[config.mk]
export PLATFORM = sky130hd
export DESIGN_NAME = variable_partition_hole_allocator_flat
export DESIGN_NICKNAME = d
export VERILOG_FILES = /design/src/sv/vpha_pkg.sv /design/src/sv/vpha_if.sv /design/src/sv/vpha_cell.sv /design/src/sv/variable_partition_hole_allocator.sv /design/src/flat_wrapper.sv
export SDC_FILE = /design/constraint.sdc
export NUM_CORES = 1
export LEC_CHECK = 0
export BUFFER_PORTS_ARGS = -buffer_cell sky130_fd_sc_hd__buf_2
export CAP_MARGIN = 20
export CORE_MARGIN = 2
export CORE_UTILIZATION = 55
export DETAILED_ROUTE_END_ITERATION = 6
export PLACE_DENSITY = 0.73
export SLEW_MARGIN = 0
export SYNTH_ARGS = -nofsm -noshare
export SYNTH_HDL_FRONTEND = slang
export SYNTH_HIERARCHICAL = 1
export SYNTH_SLANG_ARGS = --single-unit
[constraint.sdc]
create_clock -name clk -period 4 [get_ports clk]
set_clock_uncertainty 0.05 [all_clocks]
set_input_delay 0.4 -clock clk [delete_from_list [all_inputs] [get_ports clk]]
set_output_delay 0.4 -clock clk [all_outputs]
set_load 0.03 [all_outputs]
[src/sv/vpha_pkg.sv]
// ----------------------------------------------------------------------------
// vpha_pkg: shared definitions for the hole allocator
// Field widths, item codes, register indexes and the cell control bundle.
// ----------------------------------------------------------------------------
`default_nettype none

package vpha_pkg;

    localparam int HOLES_DEF     = 16;
    localparam int SIZE_BITS_DEF = 16;

    localparam int FUNC_W     = 1;
    localparam int SLOT_W     = 4;
    localparam int AMOUNT_W   = 16;
    localparam int STATUS_W   = 2;
    localparam int INDEX_W    = 4;
    localparam int LEFT_W     = 16;
    localparam int FREE_W     = 20;
    localparam int POLICY_W   = 2;
    localparam int COUNT_W    = 5;
    localparam int CFG_IDX_W  = 1;
    localparam int CFG_DATA_W = 5;

    localparam logic [FREE_W-1:0] FREE_MAX = 20'hFFFFF;

    // item kinds
    localparam logic [FUNC_W-1:0] FUNC_LOAD    = 1'b0;
    localparam logic [FUNC_W-1:0] FUNC_REQUEST = 1'b1;

    // result status codes
    localparam logic [STATUS_W-1:0] ST_LOADED    = 2'd0;
    localparam logic [STATUS_W-1:0] ST_ALLOCATED = 2'd1;
    localparam logic [STATUS_W-1:0] ST_NO_FIT    = 2'd2;
    localparam logic [STATUS_W-1:0] ST_REFUSED   = 2'd3;

    // placement policies; the unused code behaves as first fit
    localparam logic [POLICY_W-1:0] POL_FIRST = 2'd0;
    localparam logic [POLICY_W-1:0] POL_BEST  = 2'd1;
    localparam logic [POLICY_W-1:0] POL_WORST = 2'd2;

    // configuration register indexes
    localparam logic [CFG_IDX_W-1:0] REG_POLICY     = 1'b0;
    localparam logic [CFG_IDX_W-1:0] REG_HOLE_COUNT = 1'b1;

    typedef struct packed {
        logic shift;
        logic wr;
    } cell_ctrl_t;

endpackage

`default_nettype wire

[src/sv/vpha_if.sv]
// ----------------------------------------------------------------------------
// vpha_req_if / vpha_rsp_if: item channels of the hole allocator
// Valid/ready channels; an item moves when valid and ready are both high.
// ----------------------------------------------------------------------------
`default_nettype none

interface vpha_req_if;
    logic                              valid;
    logic                              ready;
    logic [vpha_pkg::FUNC_W-1:0]       func;
    logic [vpha_pkg::SLOT_W-1:0]       hole_slot;
    logic [vpha_pkg::AMOUNT_W-1:0]     amount;

    modport source (output valid, output func, output hole_slot, output amount,
                    input ready);
    modport sink   (input valid, input func, input hole_slot, input amount,
                    output ready);
endinterface

interface vpha_rsp_if;
    logic                              valid;
    logic                              ready;
    logic [vpha_pkg::STATUS_W-1:0]     status;
    logic [vpha_pkg::INDEX_W-1:0]      hole_index;
    logic [vpha_pkg::LEFT_W-1:0]       hole_left;
    logic [vpha_pkg::FREE_W-1:0]       free_total;

    modport source (output valid, output status, output hole_index,
                    output hole_left, output free_total, input ready);
    modport sink   (input valid, input status, input hole_index,
                    input hole_left, input free_total, output ready);
endinterface

`default_nettype wire

[src/sv/vpha_cell.sv]
// ----------------------------------------------------------------------------
// vpha_cell: one hole slot of the allocator chain
// Holds one hole size; loads a new size or takes its neighbor's on a shift.
// ----------------------------------------------------------------------------
`default_nettype none

module vpha_cell #(
    parameter int SIZE_BITS = vpha_pkg::SIZE_BITS_DEF
) (
    input  wire logic                 clk,
    input  wire logic                 rst_n,
    input  wire vpha_pkg::cell_ctrl_t ctrl,
    input  wire logic [SIZE_BITS-1:0] wr_data,
    input  wire logic [SIZE_BITS-1:0] nbr,
    output logic      [SIZE_BITS-1:0] size
);

    logic [SIZE_BITS-1:0] size_reg;

    always_ff @(posedge clk or negedge rst_n)
    begin
        if (!rst_n)
        begin
            size_reg <= '0;
        end
        else if (ctrl.wr)
        begin
            size_reg <= wr_data;
        end
        else if (ctrl.shift)
        begin
            size_reg <= nbr;
        end
    end

    assign size = size_reg;

endmodule

`default_nettype wire

[src/sv/variable_partition_hole_allocator.sv]
// ----------------------------------------------------------------------------
// variable_partition_hole_allocator: first/best/worst fit hole allocator
// Keeps hole sizes in a ring of cells and serves load and request items.
// ----------------------------------------------------------------------------
// Usage:
//   req carries items in: func selects a load (write a hole's size) or a
//   request (allocate amount from a hole under the configured policy).
//   rsp returns one result item per item, load or request: status, chosen or loaded
//   slot, size left in it, and the free total over the slots in use.
//   cfg_wr_en/cfg_index/cfg_data write policy (index 0) and hole_count
//   (index 1); write them only while no item is in flight.
// Timing:
//   One item at a time. An item is taken in S_IDLE, then the hole ring
//   rotates once through the head cell (one slot per cycle), then the
//   update step, once the result register is free, updates the chosen hole
//   and fills the result register. A new item is taken only after the
//   update step, so the allocator never holds two items at once.
// Reset:
//   All hole sizes, the stop flag and both registers clear to zero.
// Stalls:
//   The result register holds while rsp.ready is low; the next item may still
//   be taken and scanned, and it waits at its update step until the register
//   frees up.
// ----------------------------------------------------------------------------
`default_nettype none

module variable_partition_hole_allocator #(
    parameter int HOLES     = vpha_pkg::HOLES_DEF,
    parameter int SIZE_BITS = vpha_pkg::SIZE_BITS_DEF
) (
    input  wire logic                              clk,
    input  wire logic                              rst_n,
    vpha_req_if.sink                               req,
    vpha_rsp_if.source                             rsp,
    input  wire logic                              cfg_wr_en,
    input  wire logic [vpha_pkg::CFG_IDX_W-1:0]    cfg_index,
    input  wire logic [vpha_pkg::CFG_DATA_W-1:0]   cfg_data
);

    localparam int IDX_W = (HOLES > 1) ? $clog2(HOLES) : 1;
    localparam int CNT_W = $clog2(HOLES + 1);
    localparam int SUM_W = SIZE_BITS + CNT_W;
    localparam logic [CNT_W-1:0] LAST_STEP = CNT_W'(HOLES - 1);

    // sequencer states
    localparam logic [1:0] S_IDLE = 2'd0;
    localparam logic [1:0] S_SCAN = 2'd1;
    localparam logic [1:0] S_FIN  = 2'd2;

    logic [1:0] state_reg;
    logic [1:0] state_next;

    // configuration
    logic [vpha_pkg::POLICY_W-1:0] policy_reg;
    logic [vpha_pkg::COUNT_W-1:0]  hole_count_reg;

    // captured item
    logic [vpha_pkg::FUNC_W-1:0]   func_reg;
    logic [vpha_pkg::SLOT_W-1:0]   slot_reg;
    logic                          slot_ok_reg;
    logic [SIZE_BITS-1:0]          amt_reg;

    // scan bookkeeping
    logic [CNT_W-1:0]     cnt_reg;
    logic [SUM_W-1:0]     sum_reg;
    logic [SUM_W-1:0]     sum_next;
    logic                 found_reg;
    logic [IDX_W-1:0]     pick_reg;
    logic [SIZE_BITS-1:0] pick_left_reg;
    logic                 stopped_reg;

    // result register
    logic                            rsp_valid_reg;
    logic [vpha_pkg::STATUS_W-1:0]   status_reg;
    logic [vpha_pkg::INDEX_W-1:0]    index_reg;
    logic [vpha_pkg::LEFT_W-1:0]     left_reg;
    logic [vpha_pkg::FREE_W-1:0]     free_reg;

    // ring of hole cells
    logic [SIZE_BITS-1:0]  cell_size [HOLES];
    vpha_pkg::cell_ctrl_t  cell_ctrl [HOLES];
    logic [SIZE_BITS-1:0]  cell_wr_data;

    logic                 accept;
    logic                 slot_ok;
    logic                 load_wr;
    logic                 fin_go;
    logic                 pick_wr;
    logic [CNT_W-1:0]     n_use;
    logic [SIZE_BITS-1:0] head;
    logic                 in_use;
    logic                 fits;
    logic [SIZE_BITS-1:0] left;
    logic                 take;
    logic [SUM_W-1:0]     sum_after;
    logic [vpha_pkg::FREE_W-1:0] free_sat;

    assign accept  = req.valid && req.ready;
    assign slot_ok = int'(req.hole_slot) < HOLES;
    assign load_wr = accept && (req.func == vpha_pkg::FUNC_LOAD) && slot_ok;

    // the update step waits for the result register to free up
    assign fin_go  = (state_reg == S_FIN) && (!rsp_valid_reg || rsp.ready);
    assign pick_wr = fin_go && (func_reg == vpha_pkg::FUNC_REQUEST) &&
                     !stopped_reg && found_reg;

    // a load writes its cell at acceptance, an allocation at the update step
    assign cell_wr_data = (state_reg == S_IDLE) ? SIZE_BITS'(req.amount) : pick_left_reg;

    genvar g;
    generate
        for (g = 0; g < HOLES; g++)
        begin : g_cell
            assign cell_ctrl[g].shift = (state_reg == S_SCAN);
            assign cell_ctrl[g].wr    = (load_wr && (int'(req.hole_slot) == g)) ||
                                        (pick_wr && (int'(pick_reg) == g));

            vpha_cell #(
                .SIZE_BITS (SIZE_BITS)
            ) u_cell (
                .clk     (clk),
                .rst_n   (rst_n),
                .ctrl    (cell_ctrl[g]),
                .wr_data (cell_wr_data),
                .nbr     (cell_size[(g + 1) % HOLES]),
                .size    (cell_size[g])
            );
        end
    endgenerate

    // slots in use, capped at the table depth
    assign n_use = (int'(hole_count_reg) > HOLES) ? CNT_W'(HOLES) : CNT_W'(hole_count_reg);

    // at scan step j the head cell shows hole j
    assign head   = cell_size[0];
    assign in_use = cnt_reg < n_use;
    assign fits   = in_use && (head >= amt_reg);
    assign left   = head - amt_reg;

    always_comb
    begin
        case (policy_reg)
            vpha_pkg::POL_BEST:  take = fits && (!found_reg || (left < pick_left_reg));
            vpha_pkg::POL_WORST: take = fits && (!found_reg || (left > pick_left_reg));
            default:             take = fits && !found_reg;
        endcase
    end

    assign sum_next  = sum_reg + (in_use ? SUM_W'(head) : SUM_W'(0));
    assign sum_after = pick_wr ? (sum_reg - SUM_W'(amt_reg)) : sum_reg;
    assign free_sat  = (sum_after > SUM_W'(vpha_pkg::FREE_MAX)) && (SUM_W > vpha_pkg::FREE_W)
                       ? vpha_pkg::FREE_MAX : vpha_pkg::FREE_W'(sum_after);

    always_comb
    begin
        state_next = state_reg;
        case (state_reg)
            S_IDLE:
            begin
                if (accept)
                begin
                    state_next = S_SCAN;
                end
            end
            S_SCAN:
            begin
                if (cnt_reg == LAST_STEP)
                begin
                    state_next = S_FIN;
                end
            end
            S_FIN:
            begin
                if (fin_go)
                begin
                    state_next = S_IDLE;
                end
            end
            default:
            begin
                state_next = S_IDLE;
            end
        endcase
    end

    // control state
    always_ff @(posedge clk or negedge rst_n)
    begin
        if (!rst_n)
        begin
            state_reg      <= S_IDLE;
            policy_reg     <= vpha_pkg::POL_FIRST;
            hole_count_reg <= '0;
            stopped_reg    <= 1'b0;
            rsp_valid_reg  <= 1'b0;
            cnt_reg        <= '0;
            found_reg      <= 1'b0;
        end
        else
        begin
            state_reg <= state_next;

            if (cfg_wr_en)
            begin
                case (cfg_index)
                    vpha_pkg::REG_POLICY:     policy_reg     <= cfg_data[vpha_pkg::POLICY_W-1:0];
                    vpha_pkg::REG_HOLE_COUNT: hole_count_reg <= cfg_data;
                    default:                  ;
                endcase
            end

            if (accept)
            begin
                cnt_reg   <= '0;
                found_reg <= 1'b0;
            end
            else if (state_reg == S_SCAN)
            begin
                cnt_reg <= cnt_reg + CNT_W'(1);
                if (take)
                begin
                    found_reg <= 1'b1;
                end
            end

            // a request that fits nowhere stops all later requests
            if (fin_go && (func_reg == vpha_pkg::FUNC_REQUEST) && !found_reg)
            begin
                stopped_reg <= 1'b1;
            end

            if (fin_go)
            begin
                rsp_valid_reg <= 1'b1;
            end
            else if (rsp.ready)
            begin
                rsp_valid_reg <= 1'b0;
            end
        end
    end

    // payload
    always_ff @(posedge clk)
    begin
        if (accept)
        begin
            func_reg    <= req.func;
            slot_reg    <= req.hole_slot;
            slot_ok_reg <= slot_ok;
            amt_reg     <= SIZE_BITS'(req.amount);
            sum_reg     <= '0;
        end
        else if (state_reg == S_SCAN)
        begin
            sum_reg <= sum_next;
            if (take)
            begin
                pick_reg      <= cnt_reg[IDX_W-1:0];
                pick_left_reg <= left;
            end
        end

        if (fin_go)
        begin
            free_reg <= free_sat;
            if (func_reg == vpha_pkg::FUNC_LOAD)
            begin
                status_reg <= vpha_pkg::ST_LOADED;
                index_reg  <= slot_reg;
                left_reg   <= slot_ok_reg ? vpha_pkg::LEFT_W'(amt_reg) : '0;
            end
            else if (stopped_reg)
            begin
                status_reg <= vpha_pkg::ST_REFUSED;
                index_reg  <= '0;
                left_reg   <= '0;
            end
            else if (!found_reg)
            begin
                status_reg <= vpha_pkg::ST_NO_FIT;
                index_reg  <= '0;
                left_reg   <= '0;
            end
            else
            begin
                status_reg <= vpha_pkg::ST_ALLOCATED;
                index_reg  <= vpha_pkg::INDEX_W'(pick_reg);
                left_reg   <= vpha_pkg::LEFT_W'(pick_left_reg);
            end
        end
    end

    assign req.ready      = (state_reg == S_IDLE);
    assign rsp.valid      = rsp_valid_reg;
    assign rsp.status     = status_reg;
    assign rsp.hole_index = index_reg;
    assign rsp.hole_left  = left_reg;
    assign rsp.free_total = free_reg;

endmodule

`default_nettype wire

[src/flat_wrapper.sv]
// flat-port wrapper written by rule: the top's interface ports become plain ports
module variable_partition_hole_allocator_flat 
#(
    parameter int HOLES     = vpha_pkg::HOLES_DEF,
    parameter int SIZE_BITS = vpha_pkg::SIZE_BITS_DEF
)
  (clk, rst_n, cfg_wr_en, cfg_index, cfg_data, req_valid, req_func, req_hole_slot, req_amount, req_ready, rsp_valid, rsp_status, rsp_hole_index, rsp_hole_left, rsp_free_total, rsp_ready);
  vpha_req_if req_i ();
  vpha_rsp_if rsp_i ();
  input  wire logic clk;
  input  wire logic rst_n;
  input  wire logic cfg_wr_en;
  input  wire logic [vpha_pkg::CFG_IDX_W-1:0] cfg_index;
  input  wire logic [vpha_pkg::CFG_DATA_W-1:0] cfg_data;
  input wire logic [$bits(req_i.valid)-1:0] req_valid;
  input wire logic [$bits(req_i.func)-1:0] req_func;
  input wire logic [$bits(req_i.hole_slot)-1:0] req_hole_slot;
  input wire logic [$bits(req_i.amount)-1:0] req_amount;
  output wire logic [$bits(req_i.ready)-1:0] req_ready;
  output wire logic [$bits(rsp_i.valid)-1:0] rsp_valid;
  output wire logic [$bits(rsp_i.status)-1:0] rsp_status;
  output wire logic [$bits(rsp_i.hole_index)-1:0] rsp_hole_index;
  output wire logic [$bits(rsp_i.hole_left)-1:0] rsp_hole_left;
  output wire logic [$bits(rsp_i.free_total)-1:0] rsp_free_total;
  input wire logic [$bits(rsp_i.ready)-1:0] rsp_ready;
  assign req_i.valid = req_valid;
  assign req_i.func = req_func;
  assign req_i.hole_slot = req_hole_slot;
  assign req_i.amount = req_amount;
  assign req_ready = req_i.ready;
  assign rsp_valid = rsp_i.valid;
  assign rsp_status = rsp_i.status;
  assign rsp_hole_index = rsp_i.hole_index;
  assign rsp_hole_left = rsp_i.hole_left;
  assign rsp_free_total = rsp_i.free_total;
  assign rsp_i.ready = rsp_ready;
  variable_partition_hole_allocator #(.HOLES(HOLES), .SIZE_BITS(SIZE_BITS)) u_core (.clk(clk), .rst_n(rst_n), .req(req_i), .rsp(rsp_i), .cfg_wr_en(cfg_wr_en), .cfg_index(cfg_index), .cfg_data(cfg_data));
endmodule
==> impl.org <==
** Synth
- The synthesized design contains 83 enable-type register cells.
- After synthesis the netlist holds a flip-flop and latch count of 377.
- Number of nets in the synthesized netlist :: 2023
- Top post-synthesis cells by area :: dfrtp_1 35%, mux2i_1 13%, edfxtp_1 13%, nand2_1 7.0%, o21ai_0 4.6%
- Cell accounting for the most synthesized area :: dfrtp_1
- Post-synthesis async set-or-reset flop share :: 0.724
- The share of the Yosys chip area taken by registers is 0.494.
- In this run the cell area of the synthesized design comes to 19700 sq um.
- Yosys printed 6 warnings.
- Most used flip-flop cell after synthesis :: dfrtp_1
- Mean instance size in the synthesized netlist :: 10.3 sq um
- After technology mapping, the gate count stands at 1917.
- Fraction of post-synthesis cell area in the top cell type by area :: 0.347
- The number of different library cells used by synthesis comes to 67.

** Routing
- Dividing the detail-routed wire length by the instance count gives 19.6 um.
- The detail route stage leaves a number of antenna-violating nets equal to 0.
- Detailed route wirelength on metal3 :: 2.96 mm
- Vias per std cell :: 5.82
- Detail Route met2 WL :: 22.7 mm
- In this run, the number of DRC markers left after iteration 0 of detailed routing was 1303.
- Wire length on met1 :: 22.0 mm
- Detailed Route WL :: 49.3 mm
- First-pass detailed-route iteration total :: 6
- Via Count :: 14700
- Signal routing reaches up to met5.
- In the routed design, unresolved DRC markers number 0.

** Pwr
- Of the total power, the clock network draws 0.203.
- The completed layout was analyzed and its total power is 0.0189 W.
- For this design the total switching power over the nets is 0.00738 W.
- In this run the static leakage power is 9.60 nW.
- The internal portion of the total power is 0.0115 W.
- The share of total power dissipated in combinational logic is 0.468.
- Switching share of power :: 0.391
- Of the total power, registers draw 0.329.
- Dividing total power by cell area gives a power density of 851 nW/um^2.
- IR analysis of the VDD net gives a maximum drop of 0.000660 V.

** Global routing
- Entering global routing, the biggest net connects 125 pins.
- Antenna violations before repair :: 2
- The first global-routing pass estimated 78.5 mm of wire.
- For this run, the total global-route usage over all layers was measured as 0.262.
- Vias in the first global route :: 14200
- For this run the aggregate overflow at the end of global routing stands at 0.

** Min path
- The min-delay analysis places its worst path in the category in2reg.

** Setup path
- Critical path arrival :: 4.24 ns
- Critical-path maximum fanout :: 7
- Element type at the critical path end :: flip-flop
- STA classifies the critical path startpoint as a flip-flop.
- CP required :: 4.25 ns
- Critical Setup Path Class :: reg2reg

** Status
- Outcome :: finished clean

** Timing
- The final-report max-slew violation count came to 0.
- Worst max-slew margin expressed relative to the limit :: 0.286
- Setup violations remaining at the end of the flow were counted as 0.
- Tmin final :: 3.99 ns
- For this run, the top clock speed supported by timing is 0.251 GHz.
- The total count of hold-check failures in the final report is 0.
- Setup repair after global routing could not meet its margin everywhere.
- At the pin with the least slew margin, the transition time is 1.07 ns.
- Final cycle utilization of the critical path :: 0.998

** Clocking
- CTS placed an instance of clkbuf_16 at the clock tree root.
- Number of buffers created by CTS :: 41
- In this run the deepest clock path goes through 3 buffers.
- Clock-pin slew was measured on the worst setup and hold paths at 0.06 ns.
- TritonCTS clock tree :: yes
- CTS built an H-tree with a depth of 2.
- The later pin in the worst-skew pair is clocked with a latency of 0.54 ns.
- The clock drives 377 sinks.

** Final layout
- The register with the most flip-flops in the layout has 256 of them.
- For this run, the share of the core covered by cells in the final layout is 0.627.
- Combined flip-flop and latch cell area :: 9740 sq um
- Compared with the post-synthesis result, the final layout area differs by 12.6%.
- Once layout is complete, the cells apart from fillers number 2518.
- In the final layout, the multi-input gates occupy 9150 sq um.
- # fillers :: 2879
- The repair_antennas step left the layout with diodes totalling 0.
- Once layout is done, the placed cells without fillers occupy 22200 sq um.
- Commonest non-fill, non-tap cell in the layout :: nand2_1
- Nets@finish :: 2132
- In the layout the commonest cells are 368 x nand2_1, 273 x dfrtp_1, 258 x mux2i_1, 174 x o21ai_1, 163 x o21ai_0.
- Share of post-route cells with drive strength above 1 :: 0.140

** Die
- The die is 193 um tall.
- For this configuration, the core starts out at a cell density of 0.557.
- The core region is 35400 sq um.
- The die covers 37400 sq um.
- X dimension of the die :: 193 um
- In this run the count of I/O pins placed on the die edge is 76.
- After floorplanning, the core was divided into 69 placement rows.

** Placement
- The congestion estimate from routability-driven global placement came to 0.947.
- Final HPWL DP :: 33.6 mm
- Once placement completed, the tool counted placed cells totaling 2434.
- Summing all placed instances gives a cell area of 20600 sq um.
- Input and output buffers added on the ports amount to 75.

** Run
- Max-cap violations in this run came to 0.
## worst paths after layout
| check | cells past startpoint | from | slack [ns] | end |
|---|---|---|---|---|
| setup / recovery | 17 | u_core/amt_reg[1] | 0.009 | u_core/pick_left_reg[9] |
| hold / removal | 1 | req_amount[1] | 0.01 | u_core/amt_reg[1] |
| setup reg to reg | 17 | u_core/amt_reg[1] | 0.009 | u_core/pick_left_reg[9] |
| hold reg to reg | 1 | u_core/hole_count_reg[0] | 0.46 | u_core/hole_count_reg[0] |
| max in group asynchronous | 3 | rst_n | 2.42 | u_core/g_cell[9].u_cell/size[1] |
| min in group asynchronous | 2 | rst_n | 0.34 | u_core/cnt_reg[3] |
## per-layer routing
metal | up-vias | global-route usage
li1 | 7019 | -
met1 | 7032 | 0.369
met2 | 501 | 0.417
met3 | 97 | 0.0375
met4 | 4 | 0.0908
met5 | - | 0
## critical path, stage by stage (launching register included)
cell and delay, ns:
edfxtp_1 0.40, inv_2 0.10, ha_4 0.20, nor2b_4 0.12, o211ai_1 0.24, a31oi_2 0.17
o311a_1 0.41, o21bai_1 0.20, a21oi_1 0.10, xor2_1 0.17, ha_1 0.33, a21o_1 0.16
a21o_1 0.18, a21oi_2 0.11, o211ai_1 0.12, and4b_1 0.19, o31a_2 0.33, buf_6 0.15
## cells in the mapped netlist (all sizes together), types with 19 or more instances
library cell and number:
a21oi 37, and2 20, buf 51, clkbuf 49, dfrtp 273, dfxtp 21, edfxtp 83, ha 71
inv 56, mux2i 258, nand2 368, nor2 35, o211ai 19, o21ai 341, xnor2 24, xor2 19
## kinds of logic (layout without fill, tap and decap cells)
| family | Yosys count | in the layout | synth area share |
|---|---|---|---|
| buf+inv | 157 | 297 | 0.0508 |
| fa+ha+maj | 74 | 74 | 0.0481 |
| simple gates | 509 | 509 | 0.111 |
| compound gates | 490 | 490 | 0.140 |
| mux | 267 | 267 | 0.136 |
| xor+xnor | 43 | 43 | 0.0195 |
| flops | 377 | 377 | 0.494 |
## power groups by stage
stage	Combinational [W]	Clock [W]	Sequential, W
after floorplan	0.00661	0	0.00593
after global routing	0.00976	0.00406	0.00634
final	0.00884	0.00383	0.00620
after CTS	0.00862	0.00389	0.00619
after global placement	0.00829	0	0.00621
after detailed placement	0.00851	0	0.00625
## through the flow
stage | TNS, ns | worst slack [ns] | hold slack [ns]
CTS | -0.0148 | -0.00394 | 0.000846
detailed placement | -1.35 | -0.0731 | 0.305
finish | 0 | 0.00947 | 0.0142
global placement | -1.09 | -0.0616 | 0.300
floorplan | 0 | 0.127 | 0.0544
global route | -3.71 | -0.197 | 0.000882
## repair_timing
| action | in CTS | in global routing |
|---|---|---|
| hold buffers | 3 | 0 |
| pin swaps | 4 | 15 |
| endpoints found under the hold margin | 56 | 0 |
| gates resized for setup | 6 | 18 |
| setup buffers | 1 | 4 |
| endpoints found under the setup margin | 20 | 28 |
## layout make-up
class	instances	share of cell area
clock buffers	58	0.0530
well taps	461	0.0260
multi-input cells	1383	0.413
clock inverters	16	0.00846
repair buffers	166	0.0507
inverters	57	0.00998
flip-flops and latches	377	0.439
(Power assumes the default switching activity.)
